[src/design/wfms_pkg.sv]
// ----------------------------------------------------------------------------
// Wall follower maze step - package
// Codes, register map and the control/status structs shared by the modules.
// ----------------------------------------------------------------------------
`default_nettype none

package wfms_pkg;

    localparam logic [1:0] MODE_RESTART = 2'd0;
    localparam logic [1:0] MODE_STEP    = 2'd1;
    localparam logic [1:0] MODE_READ    = 2'd2;

    localparam logic [2:0] ACT_RIGHT = 3'd0;
    localparam logic [2:0] ACT_AHEAD = 3'd1;
    localparam logic [2:0] ACT_LEFT  = 3'd2;
    localparam logic [2:0] ACT_BACK  = 3'd3;
    localparam logic [2:0] ACT_NONE  = 3'd4;

    localparam logic [1:0] MARK_UNVISITED = 2'd0;
    localparam logic [1:0] MARK_PATH      = 2'd1;
    localparam logic [1:0] MARK_DISCARDED = 2'd2;

    localparam logic [1:0] HEAD_TOP    = 2'd0;
    localparam logic [1:0] HEAD_RIGHT  = 2'd1;
    localparam logic [1:0] HEAD_BOTTOM = 2'd2;
    localparam logic [1:0] HEAD_LEFT   = 2'd3;

    localparam logic [1:0] REG_MAZE_WIDTH    = 2'd0;
    localparam logic [1:0] REG_MAZE_HEIGHT   = 2'd1;
    localparam logic [1:0] REG_START_HEADING = 2'd2;

    localparam logic [6:0] RST_MAZE_WIDTH    = 7'd64;
    localparam logic [6:0] RST_MAZE_HEIGHT   = 7'd64;
    localparam logic [1:0] RST_START_HEADING = 2'd0;

    typedef struct packed {
        logic [6:0] maze_width;
        logic [6:0] maze_height;
        logic [1:0] start_heading;
    } t_cfg;

    typedef struct packed {
        logic latch;
        logic calc;
        logic rd;
        logic wr;
        logic clear;
        logic load_out;
    } t_cmd;

    typedef struct packed {
        logic is_restart;
        logic clr_last;
    } t_sts;

endpackage

`default_nettype wire

[src/design/wfms_cfg.sv]
// ----------------------------------------------------------------------------
// Wall follower maze step - configuration registers
// APB-style register file: maze width, maze height and start heading.
// ----------------------------------------------------------------------------
`default_nettype none

module wfms_cfg (
    input  wire logic            i_clk,
    input  wire logic            i_rst_n,
    input  wire logic            psel,
    input  wire logic            penable,
    input  wire logic            pwrite,
    input  wire logic [3:0]      paddr,
    input  wire logic [31:0]     pwdata,
    output logic [31:0]          prdata,
    output logic                 pready,
    output wfms_pkg::t_cfg       o_cfg
);

    wfms_pkg::t_cfg r_cfg;
    logic [1:0]     reg_idx;
    logic           wr_en;

    assign reg_idx = paddr[3:2];
    assign wr_en   = psel && penable && pwrite;
    assign pready  = 1'b1;
    assign o_cfg   = r_cfg;

    always_ff @(posedge i_clk) begin
        if (!i_rst_n) begin
            r_cfg.maze_width    <= wfms_pkg::RST_MAZE_WIDTH;
            r_cfg.maze_height   <= wfms_pkg::RST_MAZE_HEIGHT;
            r_cfg.start_heading <= wfms_pkg::RST_START_HEADING;
        end else if (wr_en) begin
            case (reg_idx)
                wfms_pkg::REG_MAZE_WIDTH:    r_cfg.maze_width    <= pwdata[6:0];
                wfms_pkg::REG_MAZE_HEIGHT:   r_cfg.maze_height   <= pwdata[6:0];
                wfms_pkg::REG_START_HEADING: r_cfg.start_heading <= pwdata[1:0];
                default: ;
            endcase
        end
    end

    always_comb begin
        case (reg_idx)
            wfms_pkg::REG_MAZE_WIDTH:    prdata = {25'd0, r_cfg.maze_width};
            wfms_pkg::REG_MAZE_HEIGHT:   prdata = {25'd0, r_cfg.maze_height};
            wfms_pkg::REG_START_HEADING: prdata = {30'd0, r_cfg.start_heading};
            default:                     prdata = 32'd0;
        endcase
    end

endmodule

`default_nettype wire

[config.mk]
export PLATFORM = sky130hd
export DESIGN_NAME = wfms_cfg
export DESIGN_NICKNAME = d
export VERILOG_FILES = /design/src/design/wfms_pkg.sv /design/src/design/wfms_cfg.sv
export SDC_FILE = /design/constraint.sdc
export NUM_CORES = 1
export LEC_CHECK = 0
export BUFFER_PORTS_ARGS = -buffer_cell sky130_fd_sc_hd__buf_2
export CORE_ASPECT_RATIO = 0.7
export CORE_MARGIN = 4
export CORE_UTILIZATION = 36
export DETAILED_ROUTE_END_ITERATION = 8
export GPL_ROUTABILITY_DRIVEN = 0
export PLACE_DENSITY = 0.85
export SKIP_LAST_GASP = 1
export SYNTH_ARGS = -nofsm -noshare
export SYNTH_HDL_FRONTEND = slang
export SYNTH_SLANG_ARGS = --single-unit
[constraint.sdc]
create_clock -name i_clk -period 1.11 [get_ports i_clk]
set_input_delay 0.1665 -clock i_clk [delete_from_list [all_inputs] [get_ports i_clk]]
set_output_delay 0.1665 -clock i_clk [all_outputs]
set_load 0.02 [all_outputs]
==> impl_metrics.toml <==
[outcome]
outcome = "complete, no violations"

[routing]
wl_per_cell_um = 11.6
routed_wl_um = 2160
route.detailed.drc = 0
vias_per_cell = 4.14
drt_iter0_drc = 5
antenna_left = 0
dr.pass1.iters = 2
vias = 770

[critical_path]
rr_worst_depth = 2
regToRegEndpoint = "o_cfg[15]"
critPathCaptureType = "output pin"
crit_end = "prdata[0]"
r2r_slack_ns = 0.50
cp.required_ns = 0.94
arrival_ns = 0.94
r2r_start = "o_cfg[15]"
start_kind = "flip-flop"
worstSetupPathType = "flip-flop to output pin"
cp-startpoint = "o_cfg[2]"
crit_fanout = 3

[timing]
period_needed_ns = 1.11
clock_skew_ns = 0
setup_viol = 0
rsz0062_at_grt = "yes"
max_clock_freq_mhz = 904
maxSlewViolCount = 0
period_share_pct = 99.6
finalHoldViolCount = 0

[die]
dieArea_um2 = 3570
core_um2 = 2500
start_util_pct = 38.5
fp.dieH_um = 51.2
ioPinCount = 90
rows = 15
die_w_um = 69.8

[global_routing]
grt_pass1_vias = 677
grt_pass1_wl_um = 3140
grt_antenna_before_repair = 0
track_usage_pct = 11.4
grt_max_degree = 16
grt_overflow = 0

[clock_tree]
clkLatencyLatePin_ns = 0.25
cts_tree = "yes"
clk_pin_slew_worst_paths_ns = 0.06
cts_sinks = 16
cts_made_buffers = 3
clockBufferDepth = 2
ctsRootBufferMaster = "clkbuf_8"
cts_hold_buf = 0
h-tree-depth = 1

[synthesis]
synth_area_leader_cell = "dfxtp_1"
yosysSeqAreaShare_pct = 33.3
synth-seq-cells = 16
yosys_warnings = 0
async_flop_share_pct = 0
ys_top_cells_by_area = "dfxtp_1 (33%), mux2i_1 (24%), buf_4 (20%)"
synthCells = 109
synthTopCellsByCount = "buf_4 (26), mux2i_1 (23), nand2_1 (22)"
ys_types = 16
syn_area_um2 = 961
yosysTopAreaCellShare_pct = 33.3
syn_area_per_cell_um2 = 8.82
yosys_most_used_dff = "dfxtp_1"
synth-edff-count = 0
synth_most_common_cell = "buf_4"

[power]
internal_power_mw = 0.971
p_per_area_nw_per_um2 = 1080
swShare_pct = 27.3
power.leakage_nw = 0.653
switchingPower_mw = 0.364
seqPwrFrac_pct = 44.1
p_clk_share_pct = 38.6
p_comb_share_pct = 17.4
ir_worst_vdd_uv = 512

[finish]
final_net_count = 194
diodes = 0
fin_area_um2 = 1240
largest_reg_flops = 16
instances_no_fill = 186
nFillCells = 246
drive_above_1_share_pct = 42.8
area_delta_synth_final_pct = 28.9
utilization_pct = 49.6

[worst_hold_path]
hold_class = "primary input to flip-flop"

[run]
maxCapViolations = 0

[place]
place_area_um2 = 1150
place_inst = 182
port_buffers = 36
place_hpwl_um = 1720
[area by class of cell]
type | count | area, um2 | share of cell area, %
tap | 34 | 42.5 | 3.43
timing repair buffer | 46 | 298 | 24.0
clock buffer | 4 | 55.1 | 4.44
multi-input combinational | 86 | 507 | 40.9
sequential | 16 | 337 | 27.2
[critical path: stages (launching register included)]
cell and delay, ns:
dfxtp_2 0.34, mux2i_1 0.07, o21ai_1 0.12, buf_4 0.15
[stage by stage]
step | setup slack [ns] | TNS, ns | hold WS (ns) | power, mW
floorplan | 0.0653 | 0 | 0.328 | 0.821
global placement | -0.00924 | -0.0114 | 0.430 | 0.823
detailed placement | -0.0608 | -0.403 | 0.445 | 0.827
CTS | 0.00233 | 0 | 0.186 | 1.34
global route | -0.0545 | -0.186 | 0.186 | 1.38
finish | 0.00414 | 0 | 0.174 | 1.33
[cell families (layout without fill, tap and decap cells)]
| logic type | after synthesis | count (layout) | synth area share, % |
|---|---|---|---|
| and+or+nand+nor | 35 | 35 | 17.6 |
| buffers and inverters | 31 | 50 | 23.3 |
| muxes | 23 | 23 | 24.0 |
| DFF | 16 | 16 | 33.3 |
| other | 2 | 26 | 0.782 |
| AOI/OAI and AO/OA | 2 | 2 | 1.04 |
[power by group through the flow]
stage | Sequential, mW | Combinational (mW) | Clock (mW)
after detailed placement | 0.600 | 0.227 | 0
after floorplan | 0.609 | 0.213 | 0
final | 0.588 | 0.232 | 0.515
after global routing | 0.589 | 0.248 | 0.540
after CTS | 0.588 | 0.229 | 0.520
after global placement | 0.600 | 0.223 | 0
[worst min path at each step]
stage	startpoint	end	slack, ns	cells after the start
after floorplan	pwdata[2]	o_cfg[4]	0.33	2
after global placement	pwdata[6]	o_cfg[8]	0.43	3
after detailed placement	pwdata[6]	o_cfg[8]	0.44	3
after CTS	pwdata[6]	o_cfg[8]	0.19	3
after global routing	pwdata[3]	o_cfg[5]	0.19	3
final	pwdata[3]	o_cfg[5]	0.17	3
[metal layers]
| layer | GRT usage (%) | up-vias | wire [um] |
|---|---|---|---|
| li1 | - | 389 | - |
| met1 | 13.4 | 341 | 909 |
| met2 | 19.5 | 36 | 1020 |
| met3 | 2.55 | 4 | 194 |
| met4 | 6.69 | 0 | 41 |
| met5 | 0 | - | 0 |
[repair_timing]
action	CTS	global route
resized for setup	10	10
setup buffers	0	0
endpoints found under the setup margin	5	7
[layout by cell type, fill, tap and decap left out]
master    count
nand2_1      22
o21ai_1       2
dfxtp_1       3
nand3_2       1
clkbuf_8      4
buf_4        15
dfxtp_2      13
buf_2        29
nor2b_1       4
nor3b_1       1
mux2i_1      23
nor2_1        5
nor3_4        1
buf_12        2
or3b_1        1
conb_1       26
(Power assumes the default switching activity.)
