===== src/design/wfms_pkg.sv =====
// ----------------------------------------------------------------------------
// Wall follower maze step - package
// Codes, register map and the control/status structs shared by the modules.
// ----------------------------------------------------------------------------
`default_nettype none

package wfms_pkg;

    localparam logic [1:0] MODE_RESTART = 2'd0;
    localparam logic [1:0] MODE_STEP    = 2'd1;
    localparam logic [1:0] MODE_READ    = 2'd2;

    localparam logic [2:0] ACT_RIGHT = 3'd0;
    localparam logic [2:0] ACT_AHEAD = 3'd1;
    localparam logic [2:0] ACT_LEFT  = 3'd2;
    localparam logic [2:0] ACT_BACK  = 3'd3;
    localparam logic [2:0] ACT_NONE  = 3'd4;

    localparam logic [1:0] MARK_UNVISITED = 2'd0;
    localparam logic [1:0] MARK_PATH      = 2'd1;
    localparam logic [1:0] MARK_DISCARDED = 2'd2;

    localparam logic [1:0] HEAD_TOP    = 2'd0;
    localparam logic [1:0] HEAD_RIGHT  = 2'd1;
    localparam logic [1:0] HEAD_BOTTOM = 2'd2;
    localparam logic [1:0] HEAD_LEFT   = 2'd3;

    localparam logic [1:0] REG_MAZE_WIDTH    = 2'd0;
    localparam logic [1:0] REG_MAZE_HEIGHT   = 2'd1;
    localparam logic [1:0] REG_START_HEADING = 2'd2;

    localparam logic [6:0] RST_MAZE_WIDTH    = 7'd64;
    localparam logic [6:0] RST_MAZE_HEIGHT   = 7'd64;
    localparam logic [1:0] RST_START_HEADING = 2'd0;

    typedef struct packed {
        logic [6:0] maze_width;
        logic [6:0] maze_height;
        logic [1:0] start_heading;
    } t_cfg;

    typedef struct packed {
        logic latch;
        logic calc;
        logic rd;
        logic wr;
        logic clear;
        logic load_out;
    } t_cmd;

    typedef struct packed {
        logic is_restart;
        logic clr_last;
    } t_sts;

endpackage

`default_nettype wire


===== src/design/wfms_ctrl.sv =====
// ----------------------------------------------------------------------------
// Wall follower maze step - controller
// Sequences clear sweep, decision, mark read, mark update and result hand-off.
// ----------------------------------------------------------------------------
`default_nettype none

module wfms_ctrl (
    input  wire logic            i_clk,
    input  wire logic            i_rst_n,
    input  wire logic            i_s_valid,
    output logic                 o_s_ready,
    output logic                 o_m_valid,
    input  wire logic            i_m_ready,
    output wfms_pkg::t_cmd       o_cmd,
    input  wire wfms_pkg::t_sts  i_sts
);

    typedef enum logic [2:0] {
        S_CLEAR,
        S_IDLE,
        S_CALC,
        S_RD,
        S_WR,
        S_OUT
    } t_state;

    t_state r_state, n_state;
    logic   r_clr_item, n_clr_item;
    logic   r_out_valid, n_out_valid;
    logic   r_ready, n_ready;

    always_comb begin
        n_state     = r_state;
        n_clr_item  = r_clr_item;
        n_out_valid = r_out_valid && !i_m_ready;
        o_cmd       = '0;
        case (r_state)
            S_CLEAR: begin
                o_cmd.clear = 1'b1;
                if (i_sts.clr_last) begin
                    n_state    = r_clr_item ? S_OUT : S_IDLE;
                    n_clr_item = 1'b0;
                end
            end
            S_IDLE: begin
                if (i_s_valid) begin
                    o_cmd.latch = 1'b1;
                    n_state     = S_CALC;
                end
            end
            S_CALC: begin
                o_cmd.calc = 1'b1;
                if (i_sts.is_restart) begin
                    n_state    = S_CLEAR;
                    n_clr_item = 1'b1;
                end else begin
                    n_state = S_RD;
                end
            end
            S_RD: begin
                o_cmd.rd = 1'b1;
                n_state  = S_WR;
            end
            S_WR: begin
                o_cmd.wr = 1'b1;
                n_state  = S_OUT;
            end
            S_OUT: begin
                if (!r_out_valid || i_m_ready) begin
                    o_cmd.load_out = 1'b1;
                    n_out_valid    = 1'b1;
                    n_state        = S_IDLE;
                end
            end
            default: n_state = S_IDLE;
        endcase
        n_ready = (n_state == S_IDLE);
    end

    always_ff @(posedge i_clk) begin
        if (!i_rst_n) begin
            r_state     <= S_CLEAR;
            r_clr_item  <= 1'b0;
            r_out_valid <= 1'b0;
            r_ready     <= 1'b0;
        end else begin
            r_state     <= n_state;
            r_clr_item  <= n_clr_item;
            r_out_valid <= n_out_valid;
            r_ready     <= n_ready;
        end
    end

    assign o_s_ready = r_ready;
    assign o_m_valid = r_out_valid;

endmodule

`default_nettype wire


===== config.mk =====
export PLATFORM = sky130hd
export DESIGN_NAME = wfms_ctrl
export DESIGN_NICKNAME = d
export VERILOG_FILES = /design/src/design/wfms_pkg.sv /design/src/design/wfms_ctrl.sv
export SDC_FILE = /design/constraint.sdc
export NUM_CORES = 1
export LEC_CHECK = 0
export BUFFER_PORTS_ARGS = -buffer_cell sky130_fd_sc_hd__clkbuf_2
export CELL_PAD_IN_SITES_DETAIL_PLACEMENT = 0
export CELL_PAD_IN_SITES_GLOBAL_PLACEMENT = 1
export CORE_AREA = 3 3 40 42
export CTS_BUF_LIST = sky130_fd_sc_hd__clkbuf_16
export CTS_CLUSTER_SIZE = 10
export DETAILED_ROUTE_END_ITERATION = 12
export DIE_AREA = 0 0 43 45
export PLACE_DENSITY = 0.77
export SYNTH_ARGS = -nofsm -noshare
export SYNTH_HDL_FRONTEND = slang
export SYNTH_SLANG_ARGS = --single-unit

===== constraint.sdc =====
create_clock -name i_clk -period 1.1 [get_ports i_clk]
set_input_delay 0.055 -clock i_clk [delete_from_list [all_inputs] [get_ports i_clk]]
set_output_delay 0.055 -clock i_clk [all_outputs]
set_load 0.01 [all_outputs]

==> results_dict.tcl <==
set metrics [dict create \
    area_growth_pct 67.0 \
    yosys_warnings 0 \
    tightestPinTransition_ns 0.188 \
    switching_share_pct 20.5 \
    grt_pass1_vias 326 \
    async_reset_ff_share_pct 0 \
    mostFrequentLayoutCell "clkbuf_2" \
    worstPathRequired_ns 1.04 \
    power.switching_mw 0.196 \
    arrival_ns 1.07 \
    outcome "complete, but fails checks" \
    drive_gt1_share_pct 60.3 \
    wl_per_cell_um 12.2 \
    p_leak_nw 0.253 \
    intPower_mw 0.764 \
    die_width_um 43 \
    yosys_most_used_dff "dfxtp_1" \
    core_um2 1280 \
    nNetsFinal 66 \
    viasPerCell 4.85 \
    mostFrequentLayoutCells "clkbuf_2, buf_4, buf_2" \
    grtUsageTotal_pct 10.1 \
    min_period_ns 1.12 \
    power_frac_comb_pct 12.9 \
    dieArea_um2 1940 \
    hold_viol_final 0 \
    power_mw 0.960 \
    clkPwrFrac_pct 61.4 \
    fp.dieH_um 45 \
    num_antenna_cells 0 \
    synth.cell_area_um2 349 \
    wl_met2_um 404 \
    ant_nets 0 \
    syn-num-nets 44 \
    synth_edf_count 0 \
    fillers 131 \
    worst_clock_skew_ns 0.000694 \
    critPathKind "flop to primary output" \
    start_kind "flop" \
    routed.top_layer "met4" \
    maxCapViolations 0 \
    worst_slack_ns -0.0226 \
    max_freq_mhz 891 \
    relSlewSlack_pct 87.3 \
    port_buffers 13 \
    antenna_found_initial 0 \
    wl_met1_um 400 \
    holdWs_ns 0.104 \
    ys_ff_latch 6 \
    p_per_area_nw_per_um2 1650 \
    hold_buffers 0 \
    drtIter0Drc 2 \
    cts_buffers 3 \
    seq_power_share_pct 25.7 \
    synthCells 38 \
    hold_path.class "input pin to flop" \
    irDropWorstVdd_uv 1060 \
    wl_met3_um 71 \
    cts_tree "done" \
    failed_checks "negative setup slack" \
    drv_slew 0 \
    cts_root_buf "clkbuf_16" \
    overflow 0 \
    synth.distinct_cells 23 \
    grt_pass1_wl_mm 1.34 \
    wl_um 891 \
    hpwl_um 626 \
    endpoint_kind "primary output" \
    fin_cells 73 \
    worstPathMaxFanout 8 \
    synth_seq_area_share_pct 34.4 \
    drc 0 \
    cts_buffer_depth 2 \
    routed-via-count 354 \
    grt_max_degree 9 \
    synth_area_per_cell_um2 9.19 \
    std_cell_rows 13 \
    setup_violations 1 \
    clkTransAtPathRegs_ns 0.03 \
    io_pins 14 \
    grt_setup_unrepaired "true" \
    initial_core_util_pct 27.2 \
    gp_congestion 0.793 \
    first_pass_iters 2 \
    clock_latency_ns 0.23 \
    clock_sinks 6 \
    fin_crit_sh_pct 102 \
    cts_max_level 1 \
    dp.cells 69 \
]
area by class of cell:
class                      count  area, µm²  share of cell area, %
clock buffer                   3       75.1                   12.9
inverter                       3       13.8                   2.36
multi-input combinational     26        223                   38.2
sequential                     6        131                   22.5
tap                           15       18.8                   3.22
timing repair buffer          20        121                   20.8
cell usage after synthesis (2+ instances only):
cell / n / share of area, %
nand2b_1: 2 / 3.6
inv_1: 3 / 3.2
dfxtp_1: 6 / 34
buf_4: 2 / 4.3
nor3_1: 2 / 2.9
a21boi_0: 3 / 6.5
or2b_1: 2 / 4.3
nor3b_1: 3 / 6.5
per-stage QoR:
stage | setup TNS [ns] | instance area (µm²) | setup WS [ns] | util [%]
final | -0.0226 | 583 | -0.0226 | 45.4
after global routing | -0.251 | 583 | -0.0665 | 45.4
after CTS | -0.0222 | 554 | -0.0170 | 43.1
after detailed placement | -0.00524 | 452 | -0.00524 | 35.2
after global placement | 0 | 452 | 0.000425 | 35.2
after floorplan | 0 | 349 | 0.0583 | -
flip-flops by register name (all words and copies together), names as in the netlist:
signal	cells
o_m_valid	1
o_s_ready	1
r_clr_item	1
r_state	3
metal layers:
layer	up-vias	GRT usage, %
met3	2	6.37
met1	166	10.9
met5	-	0
li1	176	-
met2	10	14.4
met4	0	7.23
what timing repair did:
action,in CTS,in global routing
endpoints found under the setup margin,8,6
buffers inserted,0,1
gates resized for setup,10,10
pin swaps,0,3
final timing paths:
check | depth (start not counted) | endpoint | start | slack [ns]
worst max-delay path | 3 | o_cmd[5] | r_state[0] | -0.02
worst min-delay path | 2 | r_state[0] | i_rst_n | 0.10
worst max register to register | 3 | o_s_ready | r_state[0] | 0.06
worst min register to register | 2 | r_clr_item | r_clr_item | 0.52
power by group through the flow:
stage                     Clock, mW  Sequential (mW)  Combinational [mW]
after floorplan                   0            0.243              0.0619
after global placement            0            0.247               0.103
after detailed placement          0            0.248               0.103
after CTS                     0.601            0.244               0.109
after global routing          0.623            0.250               0.135
final                         0.589            0.247               0.124
critical path: stages (launching register included):
cell	delay, ns
dfxtp_4	0.39
inv_4	0.04
nor4b_2	0.24
buf_2	0.16
cells by family after synthesis:
group / count (synthesis) / synth area share, %
AND/OR/NAND/NOR: 15 / 29.0
AO/OA/AOI/OAI: 11 / 25.8
flip-flops: 6 / 34.4
buffers and inverters: 6 / 10.8
Power figures use the tool's default switching activity.
